`config.mk`:
```
export PLATFORM = sky130hd
export DESIGN_NAME = bar_quantized_scene_sequencer_unit
export DESIGN_NICKNAME = d
export VERILOG_FILES = /design/src/rtl/core/bqss_pkg.sv /design/src/rtl/core/bar_quantized_scene_sequencer_unit.sv /design/src/rtl/core/bqss_divider.sv
export SDC_FILE = /design/constraint.sdc
export NUM_CORES = 2
export LEC_CHECK = 0
export BUFFER_PORTS_ARGS = -buffer_cell sky130_fd_sc_hd__buf_4
export CAP_MARGIN = 40
export CORE_MARGIN = 2
export CORE_UTILIZATION = 37
export CTS_CLUSTER_DIAMETER = 50
export DETAILED_ROUTE_END_ITERATION = 12
export SLEW_MARGIN = 5
export SYNTH_ARGS = -nofsm -noshare
export SYNTH_HDL_FRONTEND = slang
export SYNTH_SLANG_ARGS = --single-unit
export TNS_END_PERCENT = 1
```
`constraint.sdc`:
```
create_clock -name i_clk -period 8.53 [get_ports i_clk]
set_clock_uncertainty 0.15 [all_clocks]
set_input_delay 1.2795 -clock i_clk [delete_from_list [all_inputs] [get_ports i_clk]]
set_output_delay 1.2795 -clock i_clk [all_outputs]
set_load 0.05 [all_outputs]
```
`src/rtl/core/bqss_pkg.sv`:
```
`timescale 1ns / 1ps
package bqss_pkg;

    localparam int MaxStates = 8;
    localparam int FracBits  = 16;

    typedef enum logic [2:0] {
        REG_STATE_COUNT   = 3'd0,
        REG_ADVANCE_MODE  = 3'd1,
        REG_OPTION_FLAGS  = 3'd2,
        REG_BEATS_PER_BAR = 3'd3,
        REG_CROSS_LEVEL   = 3'd4,
        REG_FADE_SHAPE    = 3'd5,
        REG_FADE_LENGTH   = 3'd6,
        REG_DURATION      = 3'd7
    } t_reg_idx;

    localparam logic [1:0] MODE_SEQ    = 2'd0;
    localparam logic [1:0] MODE_MANUAL = 2'd1;
    localparam logic [1:0] MODE_THRESH = 2'd2;
    localparam logic [1:0] SHAPE_SMOOTH = 2'd2;

    typedef enum logic [3:0] {
        ST_IDLE,
        ST_BEATS,
        ST_POS_DIV,
        ST_FADE_DIV,
        ST_SMOOTH_SQ,
        ST_SMOOTH_MUL,
        ST_PROG_DIV,
        ST_OUT
    } t_seq_state;

    typedef struct packed {
        logic            start;
        logic [47:0]     dividend;
        logic [15:0]     divisor;
    } t_div_req;

    typedef struct packed {
        logic            done;
        logic [47:0]     quotient;
    } t_div_rsp;

endpackage

```
`src/rtl/core/bar_quantized_scene_sequencer_unit.sv`:
```
`timescale 1ns / 1ps
// Timing: a tick runs through the beat carry loop and up to three divisions on the shared
// 48-bit divider before its result reaches the output register and o_out_valid.
// Throughput: one tick at a time; o_in_stall is high until the result is presented,
// and the next tick may be taken while that result waits in the output register.
// Reset: synchronous active-low; configuration and control registers load their defaults, datapath registers do not.
module bar_quantized_scene_sequencer_unit (
    input  logic        i_clk,
    input  logic        i_rst_n,
    input  logic        i_in_valid,
    output logic        o_in_stall,
    input  logic [15:0] i_tick_phase,
    input  logic        i_trigger_level,
    input  logic        i_reset_level,
    input  logic [15:0] i_signal_sample,
    output logic        o_out_valid,
    input  logic        i_out_stall,
    output logic [2:0]  o_current_index,
    output logic [16:0] o_progress,
    output logic        o_transition_pulse,
    output logic [15:0] o_bars_elapsed,
    output logic [15:0] o_phase_echo,
    output logic [16:0] o_fade_amount,
    input  logic        i_cfg_valid,
    output logic        o_cfg_ready,
    input  logic [2:0]  i_cfg_index,
    input  logic [63:0] i_cfg_data
);
    import bqss_pkg::*;

    logic [3:0]  r_state_count;
    logic [1:0]  r_adv_mode, r_opts, r_shape;
    logic [5:0]  r_bpb;
    logic [15:0] r_cross;
    logic [13:0] r_flen;
    logic [63:0] r_dtab;

    logic [2:0]  r_act, n_act;
    logic [15:0] r_bars, n_bars;
    logic [4:0]  r_beats, n_beats;
    logic [15:0] r_lphase, n_lphase, r_lsig, n_lsig;
    logic        r_ltrig, n_ltrig, r_lrst, n_lrst;
    logic        r_pend, n_pend, r_done_f, n_done_f, r_fading, n_fading;
    logic [31:0] r_fstart, n_fstart;

    t_seq_state  r_st, n_st;
    logic [15:0] r_phase, n_phase;
    logic        r_fired, n_fired;
    logic [31:0] r_pos, n_pos;
    logic [16:0] r_t, n_t;
    logic [33:0] r_acc, n_acc;
    logic [16:0] r_prog, n_prog;
    logic        r_tedge, n_tedge, r_redge, n_redge;
    logic [15:0] r_sig, n_sig;
    logic [5:0]  r_bacc, n_bacc, r_bq, n_bq;

    logic        r_ovalid, n_ovalid;
    logic [2:0]  r_o_idx;
    logic [16:0] r_o_prog, r_o_fade;
    logic        r_o_pulse;
    logic [15:0] r_o_bars, r_o_phase;

    t_div_req div_req;
    t_div_rsp div_rsp;

    bqss_divider u_div (.i_clk(i_clk), .i_rst_n(i_rst_n), .i_req(div_req), .o_rsp(div_rsp));

    logic        take;
    logic [5:0]  bpb_c;
    logic [3:0]  ns_c;
    logic        trig_edge, rst_edge, new_bar, adv;
    logic [15:0] bar_tmp;
    logic [16:0] bar_sum;
    logic [7:0]  dur;
    logic [3:0]  nxt;
    logic [32:0] diff;
    logic [16:0] t_c;
    logic [33:0] sq;
    logic [18:0] fac;
    logic [51:0] prod;

    assign bpb_c = (r_bpb == 6'd0) ? 6'd1 : (r_bpb > 6'd32) ? 6'd32 : r_bpb;
    assign ns_c  = (r_state_count == 4'd0) ? 4'd1 :
                   (r_state_count > 4'(MaxStates)) ? 4'(MaxStates) : r_state_count;
    assign o_cfg_ready = (r_st == ST_IDLE);
    assign o_in_stall  = (r_st != ST_IDLE);
    assign take = i_in_valid && !o_in_stall;

    always_ff @(posedge i_clk) begin
        if (!i_rst_n) begin
            r_state_count <= 4'd4;
            r_adv_mode    <= 2'd0;
            r_opts        <= 2'd3;
            r_bpb         <= 6'd4;
            r_cross       <= 16'd32768;
            r_shape       <= 2'd0;
            r_flen        <= '0;
            r_dtab        <= 64'd289360691352306692;
        end else if (i_cfg_valid && o_cfg_ready) begin
            case (t_reg_idx'(i_cfg_index))
                REG_STATE_COUNT:   r_state_count <= i_cfg_data[3:0];
                REG_ADVANCE_MODE:  r_adv_mode    <= i_cfg_data[1:0];
                REG_OPTION_FLAGS:  r_opts        <= i_cfg_data[1:0];
                REG_BEATS_PER_BAR: r_bpb         <= i_cfg_data[5:0];
                REG_CROSS_LEVEL:   r_cross       <= i_cfg_data[15:0];
                REG_FADE_SHAPE:    r_shape       <= i_cfg_data[1:0];
                REG_FADE_LENGTH:   r_flen        <= i_cfg_data[13:0];
                REG_DURATION:      r_dtab        <= i_cfg_data;
                default: ;
            endcase
        end
    end

    always_ff @(posedge i_clk) begin
        if (!i_rst_n) begin
            r_st <= ST_IDLE;
            r_act <= '0; r_bars <= '0; r_beats <= '0; r_lphase <= '0; r_lsig <= '0;
            r_ltrig <= 1'b0; r_lrst <= 1'b0; r_pend <= 1'b0; r_done_f <= 1'b0;
            r_fading <= 1'b0; r_fstart <= '0; r_ovalid <= 1'b0;
        end else begin
            r_st <= n_st;
            r_act <= n_act; r_bars <= n_bars; r_beats <= n_beats;
            r_lphase <= n_lphase; r_lsig <= n_lsig; r_ltrig <= n_ltrig;
            r_lrst <= n_lrst; r_pend <= n_pend; r_done_f <= n_done_f;
            r_fading <= n_fading; r_fstart <= n_fstart; r_ovalid <= n_ovalid;
        end
        r_phase <= n_phase; r_fired <= n_fired; r_pos <= n_pos;
        r_t <= n_t; r_acc <= n_acc; r_prog <= n_prog;
        r_tedge <= n_tedge; r_redge <= n_redge; r_sig <= n_sig;
        r_bacc <= n_bacc; r_bq <= n_bq;
        if (r_st == ST_OUT && !(r_ovalid && i_out_stall)) begin
            r_o_idx   <= r_act;
            r_o_prog  <= r_prog;
            r_o_pulse <= r_fired;
            r_o_bars  <= r_bars;
            r_o_phase <= r_phase;
            r_o_fade  <= r_t;
        end
    end

    always_comb begin
        n_st = r_st; n_act = r_act; n_bars = r_bars; n_beats = r_beats;
        n_lphase = r_lphase; n_lsig = r_lsig; n_ltrig = r_ltrig; n_lrst = r_lrst;
        n_pend = r_pend; n_done_f = r_done_f; n_fading = r_fading; n_fstart = r_fstart;
        n_phase = r_phase; n_fired = r_fired; n_pos = r_pos; n_t = r_t;
        n_acc = r_acc; n_prog = r_prog;
        n_tedge = r_tedge; n_redge = r_redge; n_sig = r_sig;
        n_bacc = r_bacc; n_bq = r_bq;
        n_ovalid = r_ovalid && i_out_stall;
        div_req = '0;
        trig_edge = 1'b0; rst_edge = 1'b0; new_bar = 1'b0; adv = 1'b0;
        bar_tmp = r_bars; bar_sum = '0; nxt = '0;
        dur = r_dtab[{r_act, 3'b000} +: 8];
        diff = '0; t_c = '0; sq = '0; fac = '0; prod = '0;
        case (r_st)
            ST_IDLE: begin
                if (take) begin
                    trig_edge = i_trigger_level && !r_ltrig;
                    rst_edge  = i_reset_level && !r_lrst;
                    n_ltrig = i_trigger_level;
                    n_lrst  = i_reset_level;
                    n_phase = i_tick_phase;
                    n_fired = 1'b0;
                    n_t     = '0;
                    n_lphase = i_tick_phase;
                    n_tedge = trig_edge;
                    n_redge = rst_edge;
                    n_sig   = i_signal_sample;
                    n_bq    = '0;
                    if (rst_edge) begin
                        n_act = '0; n_bars = '0; n_beats = '0;
                        n_pend = 1'b0; n_done_f = 1'b0;
                        n_bacc = '0;
                    end else begin
                        n_bacc = {1'b0, r_beats} +
                            6'(({1'b0, i_tick_phase} + 17'd32768) < {1'b0, r_lphase});
                    end
                    n_st = ST_BEATS;
                end
            end
            ST_BEATS: begin
                // carry whole bars out of the beat count, one per cycle
                if (r_bacc >= bpb_c) begin
                    n_bacc = r_bacc - bpb_c;
                    n_bq   = r_bq + 6'd1;
                end else begin
                    n_beats = r_bacc[4:0];
                    if (r_bq != 6'd0) begin
                        new_bar = 1'b1;
                        bar_sum = {1'b0, r_bars} + 17'(r_bq);
                        bar_tmp = bar_sum[16] ? 16'hFFFF : bar_sum[15:0];
                    end
                    if (!r_done_f && !r_redge) begin
                        case (r_adv_mode)
                            MODE_SEQ: adv = (dur != 8'd0) && (bar_tmp >= {8'd0, dur});
                            MODE_MANUAL: adv = r_tedge;
                            MODE_THRESH: begin
                                adv = ((r_lsig < r_cross) != (r_sig < r_cross));
                                n_lsig = r_sig;
                            end
                            default: adv = 1'b0;
                        endcase
                        if (dur == 8'd0 && r_tedge) adv = 1'b1;
                        if (adv && r_opts[0] && !new_bar) begin
                            n_pend = 1'b1;
                            adv = 1'b0;
                        end
                        if (n_pend && new_bar) begin
                            n_pend = 1'b0;
                            adv = 1'b1;
                        end
                    end
                    n_bars = bar_tmp;
                    if (adv) begin
                        nxt = {1'b0, r_act} + 4'd1;
                        if (nxt >= ns_c) begin
                            if (r_opts[1]) nxt = '0;
                            else begin
                                n_done_f = 1'b1;
                                nxt = {1'b0, r_act};
                            end
                        end
                        if (nxt[2:0] != r_act) begin
                            n_act = nxt[2:0]; n_bars = '0; n_beats = '0;
                            n_fired = 1'b1;
                        end
                    end
                    div_req.start    = 1'b1;
                    div_req.dividend = 48'({n_beats, 16'd0}) + 48'(r_phase);
                    div_req.divisor  = 16'(bpb_c);
                    n_st = ST_POS_DIV;
                end
            end
            ST_POS_DIV: begin
                if (div_rsp.done) begin
                    n_pos = {r_bars, 16'd0} + div_rsp.quotient[31:0];
                    if (r_fired && r_shape != 2'd0 && r_flen != 14'd0) begin
                        n_fading = 1'b1;
                        n_fstart = {r_bars, 16'd0} + div_rsp.quotient[31:0];
                    end
                    if (n_fading) begin
                        if (r_flen == 14'd0) begin
                            n_t = 17'h10000;
                            n_st = ST_SMOOTH_SQ;
                        end else if (n_pos <= n_fstart) begin
                            n_t = '0;
                            n_st = ST_SMOOTH_SQ;
                        end else begin
                            diff = {1'b0, n_pos} - {1'b0, n_fstart};
                            div_req.start    = 1'b1;
                            div_req.dividend = 48'({diff[31:0], 8'd0});
                            div_req.divisor  = {2'b00, r_flen};
                            n_st = ST_FADE_DIV;
                        end
                    end else begin
                        n_st = ST_PROG_DIV;
                        div_req.start    = 1'b1;
                        div_req.dividend = 48'(n_pos);
                        div_req.divisor  = {8'd0, dur};
                    end
                end
            end
            ST_FADE_DIV: begin
                if (div_rsp.done) begin
                    n_t = (div_rsp.quotient > 48'h10000) ? 17'h10000 : div_rsp.quotient[16:0];
                    n_st = ST_SMOOTH_SQ;
                end
            end
            ST_SMOOTH_SQ: begin
                sq = r_t * r_t;
                n_acc = sq >> FracBits;
                n_st = (r_shape == SHAPE_SMOOTH) ? ST_SMOOTH_MUL : ST_PROG_DIV;
                if (r_shape != SHAPE_SMOOTH) begin
                    if (r_t[16]) n_fading = 1'b0;
                    div_req.start    = 1'b1;
                    div_req.dividend = 48'(r_pos);
                    div_req.divisor  = {8'd0, dur};
                end
            end
            ST_SMOOTH_MUL: begin
                fac  = 19'd196608 - {1'b0, r_t, 1'b0};
                prod = r_acc[17:0] * fac;
                t_c  = 17'(prod >> FracBits);
                n_t  = t_c;
                if (t_c[16]) n_fading = 1'b0;
                div_req.start    = 1'b1;
                div_req.dividend = 48'(r_pos);
                div_req.divisor  = {8'd0, dur};
                n_st = ST_PROG_DIV;
            end
            ST_PROG_DIV: begin
                if (dur == 8'd0) begin
                    n_prog = '0;
                    n_st = ST_OUT;
                end else if (div_rsp.done) begin
                    n_prog = (div_rsp.quotient > 48'h10000) ? 17'h10000 :
                             div_rsp.quotient[16:0];
                    n_st = ST_OUT;
                end
            end
            ST_OUT: begin
                if (!(r_ovalid && i_out_stall)) begin
                    n_ovalid = 1'b1;
                    n_st = ST_IDLE;
                end
            end
            default: n_st = ST_IDLE;
        endcase
    end

    assign o_out_valid        = r_ovalid;
    assign o_current_index    = r_o_idx;
    assign o_progress         = r_o_prog;
    assign o_transition_pulse = r_o_pulse;
    assign o_bars_elapsed     = r_o_bars;
    assign o_phase_echo       = r_o_phase;
    assign o_fade_amount      = r_o_fade;

`ifndef SYNTHESIS
    a_stall_busy: assert property (@(posedge i_clk) disable iff (!i_rst_n)
        (r_st != ST_IDLE) |-> o_in_stall) else $error("accepted while busy");
    a_prog_max: assert property (@(posedge i_clk) disable iff (!i_rst_n)
        o_out_valid |-> o_progress <= 17'h10000) else $error("progress overflow");
    a_fade_max: assert property (@(posedge i_clk) disable iff (!i_rst_n)
        o_out_valid |-> o_fade_amount <= 17'h10000) else $error("fade overflow");
    a_out_hold: assert property (@(posedge i_clk) disable iff (!i_rst_n)
        (o_out_valid && i_out_stall) |=> o_out_valid) else $error("result lost");
`endif
endmodule

```
`src/rtl/core/bqss_divider.sv`:
```
`timescale 1ns / 1ps
module bqss_divider (
    input  logic              i_clk,
    input  logic              i_rst_n,
    input  bqss_pkg::t_div_req i_req,
    output bqss_pkg::t_div_rsp o_rsp
);
    import bqss_pkg::*;

    logic [47:0] r_quot, n_quot;
    logic [16:0] r_rem, n_rem;
    logic [5:0]  r_cnt, n_cnt;
    logic        r_busy, n_busy, r_done, n_done;
    logic [15:0] r_den, n_den;
    logic [16:0] sh;

    always_ff @(posedge i_clk) begin
        if (!i_rst_n) begin
            r_busy <= 1'b0;
            r_done <= 1'b0;
        end else begin
            r_busy <= n_busy;
            r_done <= n_done;
        end
        r_quot <= n_quot;
        r_rem  <= n_rem;
        r_cnt  <= n_cnt;
        r_den  <= n_den;
    end

    always_comb begin
        n_quot = r_quot;
        n_rem  = r_rem;
        n_cnt  = r_cnt;
        n_den  = r_den;
        n_busy = r_busy;
        n_done = 1'b0;
        sh     = {r_rem[15:0], r_quot[47]};
        if (i_req.start) begin
            n_quot = i_req.dividend;
            n_rem  = '0;
            n_cnt  = 6'd0;
            n_den  = i_req.divisor;
            n_busy = 1'b1;
        end else if (r_busy) begin
            n_quot = {r_quot[46:0], 1'b0};
            if (sh >= {1'b0, r_den}) begin
                n_rem     = sh - {1'b0, r_den};
                n_quot[0] = 1'b1;
            end else begin
                n_rem = sh;
            end
            n_cnt = r_cnt + 6'd1;
            if (r_cnt == 6'd47) begin
                n_busy = 1'b0;
                n_done = 1'b1;
            end
        end
    end

    assign o_rsp.done     = r_done;
    assign o_rsp.quotient = r_quot;

`ifndef SYNTHESIS
    a_done_after_busy: assert property (@(posedge i_clk) disable iff (!i_rst_n)
        r_done |-> $past(r_busy)) else $error("done without busy");
    a_no_start_busy: assert property (@(posedge i_clk) disable iff (!i_rst_n)
        r_done |-> !r_busy) else $error("busy after done");
    a_cnt_range: assert property (@(posedge i_clk) disable iff (!i_rst_n)
        r_busy |-> r_cnt <= 6'd47) else $error("count overrun");
`endif
endmodule
```
**After elaboration in Yosys (flattened, before gate mapping)**

Cells that the tools add are included.

- Input bits: 106
- Bits in latches: 0
- Output and inout port bits: 73
- Memories: 0
- Bits in read-only memories: 0
- RAM bits: 0
- Logic and storage cells: 292
- Bits in registers: 497

- Shift-type cells: 1
- Eq/ne operators: 39
- Mux-type cells: 120
- $add $sub $neg: 12
- Reductions and logical operators: 60
- Multipliers: 2
- Magnitude comparators: 11
- Div/mod/pow operators: 0
- Bitwise operators: 3

Operators by type and width:

| cell | count |
|---|---|
| $mux W65 | 6 |
| $pmux W65 S4 | 1 |
| $mux W16 | 10 |
| $mux W17 | 7 |
| $mux W32 | 3 |
| $mux W48 | 2 |
| $pmux W17 S4 | 1 |
| $shiftx A64 B7 Y8 | 1 |
| $gt A48 B17 Y1 const B | 1 |
| $mux W1 | 42 |
| $mux W6 | 7 |
| $mux W4 | 10 |
| $mux W3 | 12 |
| $mux W5 | 7 |
| $mul A17 B17 Y34 | 1 |
| $mul A18 B19 Y33 | 1 |
| $add A32 B32 Y32 | 1 |
| $le A32 B32 Y1 | 1 |
| $lt A16 B16 Y1 | 2 |
| $pmux W16 S2 | 1 |
| $pmux W4 S8 | 1 |
| $sub A32 B32 Y32 | 1 |
| $ne A2 B2 Y1 const B | 13 |
| $pmux W6 S2 | 2 |
| 57 further kinds | 114 |

**Depth between registers and ports, before layout**

- Depth in word-level cells: 36
- Gate-level depth with buffers: 31
- Mapped depth without buffers: 29

**Hierarchy**

Synthesis repeated with hierarchy kept, for this count alone.

- Cell total of the unflattened synthesis: 4,336
- Area, all modules: 42,693.4 um2

By module, submodules not included:

| module | cells an instance | area an instance (um2) | instances |
|---|---|---|---|
| bar_quantized_scene_sequencer_unit | 3,962 | 38,207.9 | 1 |
| bqss_divider | 374 | 4,485.6 | 1 |

**Worst setup path before layout**

Ideal clock, no wire load.

- Kind: flip-flop to flip-flop
- Start: register r_t[2]
- End: register r_t[15], data pin
- Path slack: 0.671 ns
- Cell stages (with the launch flop): 29
- Setup time: 0.267 ns
- Arrival: 7.443 ns
- Buffers on the path: 2
- Data required time: 8.113 ns
- Cell sequence: edfxtp_1 clkbuf_1 nor4_1 nand3b_1 nor4_1 a21boi_0 xnor2_1 clkbuf_1 nand2_1 fa_1 fa_1 fa_1 inv_1 fa_1 fa_1 inv_1 fa_1 inv_1 ha_1 a21o_1 a21o_1 a21oi_1 o21bai_1 a31oi_1 o221ai_1 and2_1 a311oi_1 xor2_1 o21ai_0

- Word-level cells in the longest chain between the ends: 3

Ends and longest elaborated chain:

| item | line | source |
|---|---|---|
| start: declaration | bar_quantized_scene_sequencer_unit.sv:50 | `logic [16:0] r_t, n_t;` |
| start signal: assignment | bar_quantized_scene_sequencer_unit.sv:128 | `r_t <= n_t; r_acc <= n_acc; r_prog <= n_prog;` |
| $sub A18 B18 Y19 | bar_quantized_scene_sequencer_unit.sv:281 | `fac = 19'd196608 - {1'b0, r_t, 1'b0};` |
| $mul A18 B19 Y33 | bar_quantized_scene_sequencer_unit.sv:282 | `prod = r_acc[17:0] * fac;` |
| $pmux W17 S4 | bar_quantized_scene_sequencer_unit.sv:155 | `case (r_st)` |
| net n_t[15] | bar_quantized_scene_sequencer_unit.sv:50 |  |

The timed path passes the listed nets, and every way through them passes these cells.
A chain may end at the register's enable or synchronous reset.

**Worst setup path in the final report**

- Start: register r_t[2]
- End: register r_acc[17], data pin

- Word-level cells in the longest chain between the ends: 1

Ends and longest elaborated chain:

| item | line | source |
|---|---|---|
| $mul A17 B17 Y34 | bar_quantized_scene_sequencer_unit.sv:270 | `sq = r_t * r_t;` |
| end signal: assignment | bar_quantized_scene_sequencer_unit.sv:128 |  |
| end: declaration | bar_quantized_scene_sequencer_unit.sv:51 | `logic [33:0] r_acc, n_acc;` |

Every way passes these cells.

==> metrics.md <==
| Metric | Value |
|---|---|
| Top cells by count, synth | inv_1 (621), nand2_1 (616), fa_1 (444) |
| Register bit total from synthesis | 494 |
| Largest net degree at the start of global routing | 82 |
| Hold Startpoint | r_prog[12] |
| Post-CTS Setup Bufs | 0 |
| Critical path arrival | 8150 ps |
| Worst path bufs/invs | 6 |
| Clk_lat worst skew | 660 ps |
| Synth async-reset ratio | 0% |
| Cells after Synth | 4254 |
| Synthesis-to-finish area growth | 14.6% |
| CP delay by family, top | adder cells |
| Hold buffers post-CTS | 0 |
| Hold Crit Depth | 0 |
| Setup TNS | 0 ps |
| First-pass GRT wire length | 175 mm |
| DRC Markers | 0 |
| Top cell type's share of synthesized area | 21.6% |
| Setup-failing EPs final | 0 |
| Synth unique cells | 77 |
| R2R setup slack | 630 ps |
| Final Util | 42.8% |
| Hold WC Path Type | reg -> reg |
| CP dominant cell by count | fa_1 |
| Synth warn | 0 |
| Seq/Total Area, Yosys | 30.4% |
| Slowest stage delay, CP | 540 ps |
| Die Y-Extent | 338 µm |
| Crit path max fanout | 18 |
| Worst hold path endpoint | o_progress[12] |
| CP Capture Type | flop |
| Grt ovf | 0 |
| HPWL after DPL | 84.4 mm |
| Count leader, synth | inv_1 |
| Number of I/O port buffers | 178 |
| Via count | 30300 |
| Max clock buf depth | 3 |
| Die area | 0.114 mm² |
| Mapped Nets | 5135 |
| Tot GR Track Use | 19.7% |
| CP max-delay cell | fa_1 |
| I/O pin cnt | 179 |
| Number of max-cap violations | 0 |
| Antenna violations before repair | 3 |
| Post-synth top area cell | fa_1 |
| CP startpoint kind | flop |
| Vias/cell | 5.08 |
| CTS resizes | 0 |
| GPL Wtd Cong | 0.870 |
| DRT iter0 DRCs | 2182 |
| Run status | completed |
| Routed len/inst | 18.6 µm |
| Final WL | 111 mm |
| Hold_ws | 265 ps |
| Vias in the first global route | 30800 |
| CTS tree | yes |
| Syn Area/Cell | 9.69 µm² |
| CP required | 8780 ps |
| Clock sinks | 494 |
| Share of cells above drive strength 1 | 9.76% |
| Fmax | 127 MHz |
| R2R cell count | 25 |
| Die width | 338 µm |
| Pins over their slew limit | 0 |
| RR Startpoint | r_t[2] |
| Post-synth EDFFs | 263 |
| Crit Path Category | reg -> reg |
| Root Driver | clkbuf_16 |
| Clk slew on worst S/H paths | 60 ps |
| Synth Flop Type | edfxtp_1 |
| Mapped Area | 0.0412 mm² |
| # fillers | 10800 |
| Max transition margin | 38.8% |
| Period utilisation layout | 92.6% |
| Top cells by area, synth | fa_1 (22%), edfxtp_1 (19%), dfxtp_1 (11%) |
| TritonCTS buffer count | 80 |
| Pre-antenna DRT Iters | 6 |
| RSZ-0062 raised after global routing | false |
| Core footprint | 0.111 mm² |
| Core Rows | 122 |
| CTS H-tree lvls | 3 |
| Final #Nets | 5292 |
| Final hold vios | 0 |
| Antenna Nets Post-Route | 0 |
| Initial core utilization | 37.3% |
| Min Tclk post-route | 7900 ps |
| Least-Margin Pin Slew | 919 ps |
| Critical R2R Capture | r_acc[17] |
==> routing by layer <==
layer | wire length [µm] | vias up | GRT usage, %
met3 | 7220 | 160 | 3.32
met4 | 3460 | 0 | 6.45
met1 | 48100 | 14900 | 26.3
met5 | 0 | - | 0
li1 | - | 14400 | -
met2 | 52000 | 893 | 32.6
==> stage by stage <==
stage	area, µm²	cells	worst slack [ps]
2_1_floorplan	41200	4254	671
5_1_grt	47300	5966	86.1
6_report	47300	5967	632
3_3_place_gp	44300	5810	678
3_5_place_dp	44400	5817	582
4_1_cts	47200	5966	501
==> area by class of cell <==
class,instances,area [µm²],area share [%]
clock buffer,97,2200,4.66
sequential,494,12500,26.5
inverter,628,2360,5.00
timing repair buffer,253,1950,4.12
tap,1488,1860,3.94
antenna,1,2.50,0.00530
multi-input combinational,2954,25700,54.4
clock inverter,52,658,1.39
==> worst reg2reg max path, cell delays in order (launching register included) <==
cell      delay, ps
edfxtp_1        370
buf_4           270
inv_1           170
nor2_1          300
fa_1            470
inv_1            90
fa_1            390
inv_1           100
fa_1            440
fa_1            540
inv_1            50
fa_1            470
inv_1            50
fa_1            430
ha_1            220
or4_1           510
a211oi_1        220
o21ai_1          90
a21oi_1         290
o21ai_1         180
a31oi_1         450
a21oi_1         140
a211o_1         340
a221o_1         360
or4_1           400
and3_1          170
==> state kept, by name (all words and copies together), names as in the netlist, 17 cells and up <==
register and count:
r_pos 32, r_acc 18, u_div.r_quot 48, r_dtab 64
r_t 17, o_fade_amount 17, o_progress 17, r_fstart 32
r_prog 17
==> kinds of logic after synthesis <==
family | count (synthesis) | share of synthesized area [%]
compound gates | 626 | 9.68
xor+xnor | 144 | 3.06
fa+ha+maj | 775 | 31.6
buf+inv | 806 | 7.40
flops | 494 | 30.4
mux | 108 | 3.06
simple gates | 1301 | 14.8
==> worst max path at each step <==
stage                      endpoint  slack, ps  startpoint  depth (start not counted)
final                     r_acc[17]        630      r_t[2]                         25
after floorplan             r_t[15]        670      r_t[2]                         28
after global placement       r_t[6]        680      r_t[3]                         28
after CTS                    r_t[6]        500      r_t[3]                         28
after detailed placement     r_t[6]        580      r_t[3]                         28
after global routing         r_t[6]         90      r_t[3]                         28
==> cells in the final DEF, fill, tap and decap left out, types with 21 or more instances in the layout <==
cell / count
inv_1: 619
nand2_1: 616
fa_1: 444
ha_1: 331
edfxtp_1: 263
buf_4: 249
a21oi_1: 237
dfxtp_1: 231
and2_1: 224
nor2_1: 187
o21ai_0: 97
mux2i_1: 91
xnor2_1: 84
clkbuf_16: 84
xor2_1: 60
a21o_1: 54
nand3_1: 47
nor3_1: 45
a211oi_1: 39
nor2b_1: 28
nor4_1: 25
nand2b_1: 25
nand4_1: 24
a222oi_1: 24
o21a_1: 23
and3_1: 21
Power is not shown: default switching activity piles up to over one toggle a cycle in this logic, so the estimate is an artifact.
